## src/rtl/core/sm3_pkg.sv

```systemverilog
// Package for the SM3 hash engine: initial value, round constants and helpers.
// No dependencies.
`timescale 1ns / 1ps
package sm3_pkg;
	typedef logic [31:0] word_t;

	typedef struct packed {
		word_t      data;
		logic       pad;
		logic       len;
	} fifo_item_t;

	typedef enum logic [2:0] {
		ST_IDLE,
		ST_PAD,
		ST_LENHI,
		ST_LENLO,
		ST_EMIT
	} front_state_t;

	typedef enum logic [1:0] {
		BK_IDLE,
		BK_RUN,
		BK_FOLD
	} back_state_t;

	localparam word_t T_LOW  = 32'h79CC4519;
	localparam word_t T_HIGH = 32'h7A879D8A;
	localparam word_t PAD_WORD = 32'h80000000;
	localparam logic [7:0] PAD_BYTE = 8'h80;

	function automatic word_t iv_word(input logic [2:0] i);
		word_t r;
		unique case (i)
			3'd0: r = 32'h7380166F;
			3'd1: r = 32'h4914B2B9;
			3'd2: r = 32'h172442D7;
			3'd3: r = 32'hDA8A0600;
			3'd4: r = 32'hA96F30BC;
			3'd5: r = 32'h163138AA;
			3'd6: r = 32'hE38DEE4D;
			default: r = 32'hB0FB0E4E;
		endcase
		return r;
	endfunction

	function automatic word_t rotl(input word_t x, input logic [4:0] n);
		logic [63:0] d;
		d = {x, x} << n;
		return d[63:32];
	endfunction

	function automatic word_t p0(input word_t x);
		return x ^ rotl(x, 5'd9) ^ rotl(x, 5'd17);
	endfunction

	function automatic word_t p1(input word_t x);
		return x ^ rotl(x, 5'd15) ^ rotl(x, 5'd23);
	endfunction
endpackage

```

## src/rtl/core/sm3_front.sv

```systemverilog
// Front end: takes message beats, counts length, inserts padding and length words.
// Depends on sm3_pkg.
`timescale 1ns / 1ps
module sm3_front import sm3_pkg::*; (
	input  logic       clk,
	input  logic       arst_n,
	input  logic       push,
	output logic       full,
	input  word_t      message_word,
	input  logic [2:0] valid_bytes,
	input  logic       final_req,
	output logic       fq_push,
	input  logic       fq_full,
	output word_t      fq_data,
	output logic       fq_last
);
	front_state_t state_q, state_d;
	logic [63:0] len_q;
	logic [3:0]  fill_q;
	logic [2:0]  vb;
	word_t       keep, last_w;
	logic        acc;
	logic [63:0] len_d;
	// The first padding beat after a full final word carries the marker byte.
	logic        pad_first_q;

	always_comb begin
		vb = (valid_bytes > 3'd4) ? 3'd4 : valid_bytes;
		keep = (vb == 3'd0) ? 32'h0 : (32'hFFFFFFFF << {(3'd4 - vb), 3'b000});
		last_w = (message_word & keep) | ({24'h0, PAD_BYTE} << {2'd3 - vb[1:0], 3'b000});
	end

	always_comb begin
		state_d = state_q;
		full = 1'b1;
		fq_push = 1'b0;
		fq_data = message_word;
		fq_last = 1'b0;
		acc = 1'b0;
		unique case (state_q)
			ST_IDLE: begin
				full = fq_full;
				acc = push && !fq_full;
				fq_push = acc;
				if (final_req && vb != 3'd4) begin
					fq_data = last_w;
				end
				if (acc && final_req) begin
					if (vb == 3'd4) begin
						state_d = ST_PAD;
					end else if (fill_q == 4'd13) begin
						state_d = ST_LENHI;
					end else begin
						state_d = ST_PAD;
					end
				end
			end
			ST_PAD: begin
				fq_push = !fq_full;
				fq_data = pad_first_q ? PAD_WORD : 32'h0;
				if (!fq_full && fill_q == 4'd13) begin
					state_d = ST_LENHI;
				end
			end
			ST_LENHI: begin
				fq_push = !fq_full;
				fq_data = len_q[63:32];
				if (!fq_full) begin
					state_d = ST_LENLO;
				end
			end
			ST_LENLO: begin
				fq_push = !fq_full;
				fq_data = len_q[31:0];
				fq_last = 1'b1;
				if (!fq_full) begin
					state_d = ST_IDLE;
				end
			end
			default: begin
				state_d = ST_IDLE;
			end
		endcase
	end

	always_comb begin
		len_d = len_q + (final_req ? {58'h0, vb, 3'b000} : 64'd32);
	end

	always_ff @(posedge clk or negedge arst_n) begin
		if (!arst_n) begin
			state_q <= ST_IDLE;
			len_q <= '0;
			fill_q <= '0;
			pad_first_q <= 1'b0;
		end else begin
			state_q <= state_d;
			if (acc) begin
				len_q <= len_d;
				pad_first_q <= final_req && vb == 3'd4;
			end
			if (fq_push) begin
				if (fq_last) begin
					fill_q <= '0;
					len_q <= '0;
				end else begin
					fill_q <= fill_q + 4'd1;
				end
				if (state_q == ST_PAD) begin
					pad_first_q <= 1'b0;
				end
			end
		end
	end
endmodule

```

## src/rtl/core/sm3_fifo.sv

```systemverilog
// Short queue between the front end and the compression core.
// Depends on sm3_pkg.
`timescale 1ns / 1ps
module sm3_fifo import sm3_pkg::*; (
	input  logic  clk,
	input  logic  arst_n,
	input  logic  wr,
	output logic  wr_full,
	input  word_t wr_data,
	input  logic  wr_last,
	input  logic  wr_pad,
	output logic  rd_valid,
	input  logic  rd,
	output fifo_item_t rd_item
);
	fifo_item_t mem_q [4];
	logic [1:0] wp_q, rp_q;
	logic [2:0] cnt_q;

	assign wr_full = (cnt_q == 3'd4);
	assign rd_valid = (cnt_q != 3'd0);
	assign rd_item = mem_q[rp_q];

	always_ff @(posedge clk) begin
		if (wr && !wr_full) begin
			mem_q[wp_q] <= '{data: wr_data, pad: wr_pad, len: wr_last};
		end
	end

	always_ff @(posedge clk or negedge arst_n) begin
		if (!arst_n) begin
			wp_q <= '0;
			rp_q <= '0;
			cnt_q <= '0;
		end else begin
			if (wr && !wr_full) wp_q <= wp_q + 2'd1;
			if (rd && rd_valid) rp_q <= rp_q + 2'd1;
			cnt_q <= cnt_q + {2'b0, wr && !wr_full} - {2'b0, rd && rd_valid};
		end
	end
endmodule

```

## src/rtl/core/sm3_core.sv

```systemverilog
// Compression core: block buffer, message expansion window, 64 rounds, digest queue.
// Depends on sm3_pkg.
`timescale 1ns / 1ps
module sm3_core import sm3_pkg::*; (
	input  logic       clk,
	input  logic       arst_n,
	input  logic       in_valid,
	output logic       in_take,
	input  fifo_item_t in_item,
	output logic       empty,
	input  logic       pop,
	output word_t      digest_word,
	output logic [2:0] word_index,
	output logic       last_word
);
	back_state_t st_q;
	word_t blk_q [16];
	word_t cv_q [8];
	word_t wr_q [8];
	logic [3:0] fill_q;
	logic [5:0] rnd_q;
	logic fin_q;
	logic out_q;
	logic [2:0] idx_q;
	word_t dg_q [8];

	word_t wj, wj4, wn, a12, ss1, ss2, ff, gg, tt1, tt2, tj;
	logic hi;

	always_comb begin
		hi = rnd_q[5] | rnd_q[4];
		tj = hi ? T_HIGH : T_LOW;
		wj = blk_q[0];
		wj4 = blk_q[4];
		wn = p1(blk_q[0] ^ blk_q[7] ^ rotl(blk_q[13], 5'd15)) ^ rotl(blk_q[3], 5'd7)
			^ blk_q[10];
		a12 = rotl(wr_q[0], 5'd12);
		ss1 = rotl(a12 + wr_q[4] + rotl(tj, rnd_q[4:0]), 5'd7);
		ss2 = ss1 ^ a12;
		ff = hi ? ((wr_q[0] & wr_q[1]) | (wr_q[0] & wr_q[2]) | (wr_q[1] & wr_q[2]))
			: (wr_q[0] ^ wr_q[1] ^ wr_q[2]);
		gg = hi ? ((wr_q[4] & wr_q[5]) | (~wr_q[4] & wr_q[6]))
			: (wr_q[4] ^ wr_q[5] ^ wr_q[6]);
		tt1 = ff + wr_q[3] + ss2 + (wj ^ wj4);
		tt2 = gg + wr_q[7] + ss1 + wj;
	end

	assign in_take = (st_q == BK_IDLE) && !out_q && in_valid;
	assign empty = !out_q;
	assign digest_word = dg_q[idx_q];
	assign word_index = idx_q;
	assign last_word = (idx_q == 3'd7);

	always_ff @(posedge clk) begin
		if (in_take) begin
			blk_q[fill_q] <= in_item.data;
		end
		if (st_q == BK_IDLE && in_take && fill_q == 4'd15) begin
			for (int i = 0; i < 8; i++) wr_q[i] <= cv_q[i];
		end
		if (st_q == BK_RUN) begin
			for (int i = 0; i < 15; i++) blk_q[i] <= blk_q[i + 1];
			blk_q[15] <= wn;
			wr_q[0] <= tt1;
			wr_q[1] <= wr_q[0];
			wr_q[2] <= rotl(wr_q[1], 5'd9);
			wr_q[3] <= wr_q[2];
			wr_q[4] <= p0(tt2);
			wr_q[5] <= wr_q[4];
			wr_q[6] <= rotl(wr_q[5], 5'd19);
			wr_q[7] <= wr_q[6];
		end
		if (st_q == BK_FOLD && fin_q) begin
			for (int i = 0; i < 8; i++) dg_q[i] <= cv_q[i] ^ wr_q[i];
		end
	end

	always_ff @(posedge clk or negedge arst_n) begin
		if (!arst_n) begin
			st_q <= BK_IDLE;
			fill_q <= '0;
			rnd_q <= '0;
			fin_q <= 1'b0;
			out_q <= 1'b0;
			idx_q <= '0;
			for (int i = 0; i < 8; i++) cv_q[i] <= iv_word(3'(i));
		end else begin
			unique case (st_q)
				BK_IDLE: begin
					if (in_take) begin
						fill_q <= fill_q + 4'd1;
						if (fill_q == 4'd15) begin
							st_q <= BK_RUN;
							rnd_q <= '0;
							fin_q <= in_item.len;
						end
					end
				end
				BK_RUN: begin
					rnd_q <= rnd_q + 6'd1;
					if (rnd_q == 6'd63) st_q <= BK_FOLD;
				end
				default: begin
					st_q <= BK_IDLE;
					if (fin_q) begin
						for (int i = 0; i < 8; i++) cv_q[i] <= iv_word(3'(i));
						out_q <= 1'b1;
						idx_q <= '0;
					end else begin
						for (int i = 0; i < 8; i++) cv_q[i] <= cv_q[i] ^ wr_q[i];
					end
				end
			endcase
			if (out_q && pop) begin
				idx_q <= idx_q + 3'd1;
				if (idx_q == 3'd7) out_q <= 1'b0;
			end
		end
	end
endmodule

```

## src/rtl/core/sm3_hash_engine.sv

```systemverilog
// Top level of the SM3 hash engine: front end, beat queue and compression core.
// Depends on sm3_pkg, sm3_front, sm3_fifo and sm3_core.
//
// channel   | handshake      | payload
// message   | push / full    | message_word, valid_bytes, final_req
// digest    | pop / empty    | digest_word, word_index, last_word
//
// A block of 16 words costs 16 queue beats, 64 rounds in the single round unit and
// one fold; the core takes no new queue beat until the fold is done.
// Padding adds up to 18 beats and one more block. No clearing pass after reset.
// The eight digest beats must be popped before the next block is compressed.
`timescale 1ns / 1ps
module sm3_hash_engine import sm3_pkg::*; (
	input  logic       clk,
	input  logic       arst_n,
	input  logic       push,
	output logic       full,
	input  logic [31:0] message_word,
	input  logic [2:0] valid_bytes,
	input  logic       final_req,
	output logic       empty,
	input  logic       pop,
	output logic [31:0] digest_word,
	output logic [2:0] word_index,
	output logic       last_word
);
	logic fq_push, fq_full, fq_last, rd_valid, rd_take;
	word_t fq_data;
	fifo_item_t rd_item;

	sm3_front u_front (
		.clk, .arst_n, .push, .full, .message_word, .valid_bytes, .final_req,
		.fq_push, .fq_full, .fq_data, .fq_last
	);

	sm3_fifo u_fifo (
		.clk, .arst_n, .wr(fq_push), .wr_full(fq_full), .wr_data(fq_data),
		.wr_last(fq_last), .wr_pad(1'b0), .rd_valid, .rd(rd_take), .rd_item
	);

	sm3_core u_core (
		.clk, .arst_n, .in_valid(rd_valid), .in_take(rd_take), .in_item(rd_item),
		.empty, .pop, .digest_word, .word_index, .last_word
	);

	a_last_idx: assert property (@(posedge clk) disable iff (!arst_n)
		!empty |-> (last_word == (word_index == 3'd7)))
		else $error("last_word does not match index");
	a_no_take_out: assert property (@(posedge clk) disable iff (!arst_n)
		!empty |-> !rd_take)
		else $error("core took a beat while the digest was pending");
endmodule

```

## config.mk

```make
export PLATFORM = sky130hd
export DESIGN_NAME = sm3_hash_engine
export DESIGN_NICKNAME = d
export VERILOG_FILES = /design/src/rtl/core/sm3_pkg.sv /design/src/rtl/core/sm3_front.sv /design/src/rtl/core/sm3_fifo.sv /design/src/rtl/core/sm3_core.sv /design/src/rtl/core/sm3_hash_engine.sv
export SDC_FILE = /design/constraint.sdc
export NUM_CORES = 2
export LEC_CHECK = 0
export BUFFER_PORTS_ARGS = -buffer_cell sky130_fd_sc_hd__buf_4
export CORE_ASPECT_RATIO = 0.8
export CORE_MARGIN = 2
export CORE_UTILIZATION = 55
export CTS_CLUSTER_DIAMETER = 80
export DETAILED_ROUTE_END_ITERATION = 16
export PLACE_DENSITY = 0.71
export REMOVE_ABC_BUFFERS = 1
export SLEW_MARGIN = 20
export SYNTH_ARGS = -nofsm -noshare
export SYNTH_HDL_FRONTEND = slang
export SYNTH_SLANG_ARGS = --single-unit
export TNS_END_PERCENT = 30
```

## constraint.sdc

```tcl
create_clock -name clk -period 17.99 [get_ports clk]
set_input_delay 2.6985 -clock clk [delete_from_list [all_inputs] [get_ports clk]]
set_output_delay 2.6985 -clock clk [all_outputs]
set_load 0.02 [all_outputs]
```

After elaboration in Yosys (flattened, before gate mapping)
Memory sizes are Yosys's and may differ from the RTL's. Cells that the tools add are included.

Flip-flop bits (word level): 352. Bits in writable memories: 1156. Bits of input ports: 40. Output and inout port bits: 38. Word-level logic and storage cells: 203. Memories: 4.

Memories: u_core.blk_q (depth 16, width 32, read ports 16, clocked after Yosys merged registers in 0, wr ports 16, RTL line sm3_core.sv:17) `word_t blk_q [16];`; u_core.dg_q (depth 8, width 32, read ports 1, clocked after Yosys merged registers in 0, wr ports 8, RTL line sm3_core.sv:25) `word_t dg_q [8];`; u_core.wr_q (depth 8, width 32, read ports 8, clocked after Yosys merged registers in 0, wr ports 8, RTL line sm3_core.sv:19) `word_t wr_q [8];`; u_fifo.mem_q (depth 4, width 33, read ports 1, clocked after Yosys merged registers in 0, wr ports 1, RTL line sm3_fifo.sv:16) `fifo_item_t mem_q [4];`.

Add/subtract/negate cells: 19. Order comparisons: 1. Equality and inequality tests: 20. Shifts and indexed selects: 3. Mux-type cells: 63. Bitwise logic cells: 42. Reduce and logical (&&, ||, !) cells: 30.

Operator list (number): 32-bit XOR (22); 32-bit 2-to-1 mux (14); 32-bit adder (8); 256-bit 2-to-1 mux (1); 32-bit bitwise AND (6); 64-bit 2-to-1 mux (3); 32-bit OR (4); 32-bit one-hot mux with 4 select lines (1); 64-bit adder (1); 64-bit by 5-bit left shift with 64-bit output (1); 32-bit NOT (1); 32-bit OR reduction (1); 32-bit by 6-bit left shift with 32-bit output, first input constant (1); 8-bit by 5-bit left shift with 32-bit output, first input constant (1); 3-bit 2-to-1 mux (9); 26-bit 2-to-1 mux (1); 1-bit 2-to-1 mux (21); 6-bit 2-to-1 mux (3); 1-bit logical AND (13); 3-bit one-hot mux with 4 select lines (1); 6-bit one-hot mux with 2 select lines (1); 3-bit == test, second input constant (3); 1-bit OR (9); 3-bit AND reduction (3); other kinds (31) (49).

Depth between registers and ports, before layout
An unclocked memory read counts as a cell.

Depth after elaboration: 11. Depth in mapped cells: 43. Depth with buffers taken out: 39.

Hierarchy
A second synthesis with hierarchy kept.

Cell total of the unflattened synthesis: 6797. Area, all modules: 81085.3 um2.

By module, submodules not included: sm3_core (times used 1, cells an instance 6070, area an instance 71280.9 um2, seq. area each 37729.9 um2); sm3_fifo (times used 1, cells an instance 219, area an instance 5435.2 um2, seq. area each 4259.1 um2); sm3_front (times used 1, cells an instance 507, area an instance 4365.4 um2, seq. area each 1701.6 um2); sm3_hash_engine (times used 1, cells an instance 1, area an instance 3.8 um2, seq. area each 0.0 um2).

Least setup slack after synthesis
OpenSTA, ideal clock, no wires.

Path type: register to register. Start: reg u_core.st_q[1]. End: mem u_core.dg_q[0][0] (netlist bit), enable pin. Library setup time: 0.878 ns. Arrival: 11.500 ns. Data required time: 17.112 ns. Path slack: 5.612 ns. Cell stages (with the launch flop): 5. Buffers on the path: 2. Clock period less this slack: 12.378 ns. Path through: dfrtp_1 -> clkbuf_1 -> clkbuf_1 -> nand2_1 -> nor2_1.

RTL lines: from (decl) (RTL line sm3_core.sv:16) `back_state_t st_q;`; from (signal assigned) (RTL line sm3_core.sv:80) `st_q <= BK_IDLE;`; from (signal assigned) (RTL line sm3_core.sv:93) `st_q <= BK_RUN;`; from (signal assigned) (RTL line sm3_core.sv:101) `if (rnd_q == 6'd63) st_q <= BK_FOLD;`; to (decl) (RTL line sm3_core.sv:25).

==> key figures <==
Run status
  – Status: completed

Die
  – Ports: 78
  – DIE AREA: 147,000 sq um
  – Row count: 124
  – Die Y-Extent: 343 microns
  – Die width: 428 microns
  – Core Area: 143,000 sq um
  – Initial Util: 55.3%

Setup path
  – Crit path DAT: 11.40 ns
  – Required @ worst endpoint: 18.66 ns
  – Critical path's slowest cell: o31ai_1
  – WP buf/inv: 7
  – CP startpoint kind: register
  – Largest fanout on the critical path: 52
  – Crit Path Category: register to register
  – Slowest stage delay, CP: 0.58 ns
  – CP top delay family: compound AO/OA/AOI/OAI gates
  – FF-to-FF setup slack: 7.26 ns
  – CP endpoint kind: register

Route
  – ANT nets after route: 0
  – Routed length per placed instance: 27.7 microns
  – Initial DRC Count: 6,678
  – Pre-Repair DR Iteration Count: 9
  – # DRC: 0
  – Via-to-Cell Ratio: 6.13
  – Final WL: 242,000 microns
  – Vias: 53,612

GRT
  – GRT Resource Usage Total: 33.2%
  – Antenna violations before repair: 7
  – Pin count of the biggest net entering global routing: 143
  – GR Util met2: 50.6%
  – Grt met1 use: 46.9%
  – Aggregate global routing overflow: 0
  – Number of global-route vias before repair: 50,902
  – Met3 Track Usage GR: 6.28%
  – First-pass GRT wire length: 352,000 microns
  – Busiest grt layer: met2

Clocking
  – TritonCTS clock tree: built
  – Post-CTS Setup Inserts: 0
  – Total CTS buffers: 152
  – Hold buffers post-CTS: 0
  – Clk sink count: 1,504
  – Max H-tree Level: 4
  – CTS resizes: 0
  – Clock slew at reported path FFs: 0.06 ns
  – Clock Root Buffer: clkbuf_16
  – Clock latency at the later pin of the worst-skew pair: 0.83 ns
  – Clock Path Buffers: 3

Yosys
  – Area share of the largest cell type after synthesis: 44.0%
  – Yosys cell types: 88
  – Cell accounting for the most synthesized area: edfxtp_1
  – Number of synthesized flops with an enable pin: 1,156
  – Asr flop ratio synth: 23.1%
  – Syn. warnings: 0
  – Top FF cell, synth: edfxtp_1
  – Gate count of the mapped netlist: 6,806
  – Synth Register Bits: 1,504
  – Sequential share of the synthesized area: 55.2%
  – Mapped cell area: 78,900 sq um
  – Largest cells by area after synthesis: edfxtp_1, dfrtp_1, nand2_1, a21o_1, o21ai_0
  – Post-synthesis average cell area: 11.6 sq um

STA
  – Worst Skew: 0.0518 ns
  – Final slew viol count: 0
  – Worst-margin pin slew: 1.23 ns
  – Max Fclk: 0.0932 GHz
  – Fin crit period: 10.73 ns
  – Final setup viols: 0
  – Slew HR: 17.7%
  – Endpoints failing hold: 0
  – RSZ-0062 raised after global routing: false
  – Final worst path period share: 59.7%

Placement
  – GPL Wtd Cong: 1.01
  – HPWL Detailed: 167,000 microns
  – Buffers on Ports: 77
  – Placed Area: 81,300 sq um

Cells and area
  – Area growth syn-to-layout: 9.15%
  – Layout Nets: 7,077
  – Final instance area: 86,100 sq um
  – Share of cells above drive strength 1: 10.1%

Hold path
  – Hold Crit Class: register to register

Job
  – Max_cap viols: 0
## final cells by class
cell class	instances	area (sq um)
Multi-Input combinational cell	4567	32800
Timing Repair Buffer	155	1210
Tap cell	1890	2360
Antenna cell	9	22.5
Fill cell	11294	56600
Sequential cell	1504	43600
Clock buffer	229	4250
Inverter	339	1270
Clock inverter	51	589
## layer usage
layer | routed length, microns | part of all wire (%) | vias up
met5 | 13 | 0.0054 | -
met4 | 11300 | 4.7 | 2
met3 | 21700 | 8.9 | 404
met2 | 110000 | 45 | 2513
met1 | 99200 | 41 | 27070
li1 | - | - | 23623
## worst register-to-register path: cells and delay by family, from the launching register on
family                     cells  cell delay, ns
muxes                          1            0.33
DFF                            1            0.33
buffers and inverters          7            1.53
adders and majority gates      6            2.30
AOI/OAI and AO/OA             17            4.37
xor gates and xnor gates       3            1.07
and+or+nand+nor                4            0.68
## registers in the layout (all words and copies together) (netlist names), 3 cells and up
register	count
u_core.blk_q	512
u_core.cv_q	256
u_core.dg_q	256
u_core.fill_q	4
u_core.rnd_q	6
u_core.word_index	3
u_core.wr_q	256
u_fifo.cnt_q	3
u_fifo.mem_q	132
u_front.fill_q	4
u_front.len_q	61
## path summary, 6_finish.rpt
kind	start	endpoint	cells past startpoint
setup / recovery	u_core.rnd_q[4]	u_core.wr_q[0][136]	38
hold / removal	u_front.fill_q[3]	u_front.fill_q[3]	1
setup reg to reg	u_core.rnd_q[4]	u_core.wr_q[0][136]	38
hold reg to reg	u_front.fill_q[3]	u_front.fill_q[3]	1
max in group asynchronous	arst_n	u_front.len_q[42]	3
min in group asynchronous	arst_n	u_core.cv_q[0]	1
## per-stage QoR
step | setup WS (ns) | std cells | hold WS (ns) | setup TNS [ns] | util, %
final | 7.26 | 8744 | 0.486 | 0 | 60.4
after global routing | 6.73 | 8736 | 0.511 | 0 | 60.3
after CTS | 7.50 | 8735 | 0.488 | 0 | 60.3
after detailed placement | 7.50 | 8455 | 0.475 | 0 | 56.9
after global placement | 7.70 | 8455 | 0.479 | 0 | 56.9
after floorplan | -5.73 | 6410 | 0.445 | -3439.81 | -
## layout by cell type, fill, tap and decap left out, types with 28 or more instances in the layout
cell and instances:
mux4_2 97, buf_4 150, clkbuf_16 153, a31oi_1 31
fa_1 190, nor2_1 179, o21ai_0 750, dfstp_2 119
xnor2_1 325, clkbuf_1 62, and2_1 44, a21oi_1 112
a222oi_1 29, ha_1 128, nand3_1 43, dfrtp_1 223
mux2i_1 76, xor2_1 424, and3_1 28, nand2_1 1205
mux2_2 45, a21o_1 558, edfxtp_1 1156, inv_1 336
## Yosys cell counts (21+ instances only)
library cell	n
a21o_1	558
a21oi_1	112
a222oi_1	29
a31oi_1	31
and2_1	45
and3_1	28
buf_1	33
clkbuf_1	362
dfrtp_1	229
dfstp_2	119
edfxtp_1	1156
fa_1	190
ha_1	128
inv_1	337
mux2_2	45
mux2i_1	76
mux4_2	97
nand2_1	1207
nand3_1	43
nor2_1	181
nor3_1	21
o21ai_0	766
xnor2_1	327
xor2_1	424
## cell families after synthesis
logic type | count (synthesis) | synth area share, %
buffers and inverters | 735 | 3.50
muxes | 218 | 4.37
AOI/OAI and AO/OA | 1656 | 13.2
DFF | 1504 | 55.2
and+or+nand+nor | 1617 | 8.37
adders and majority gates | 319 | 6.86
xor gates and xnor gates | 757 | 8.51
Power is not shown: default switching activity piles up to over one toggle a cycle in this logic, so the estimate is an artifact.
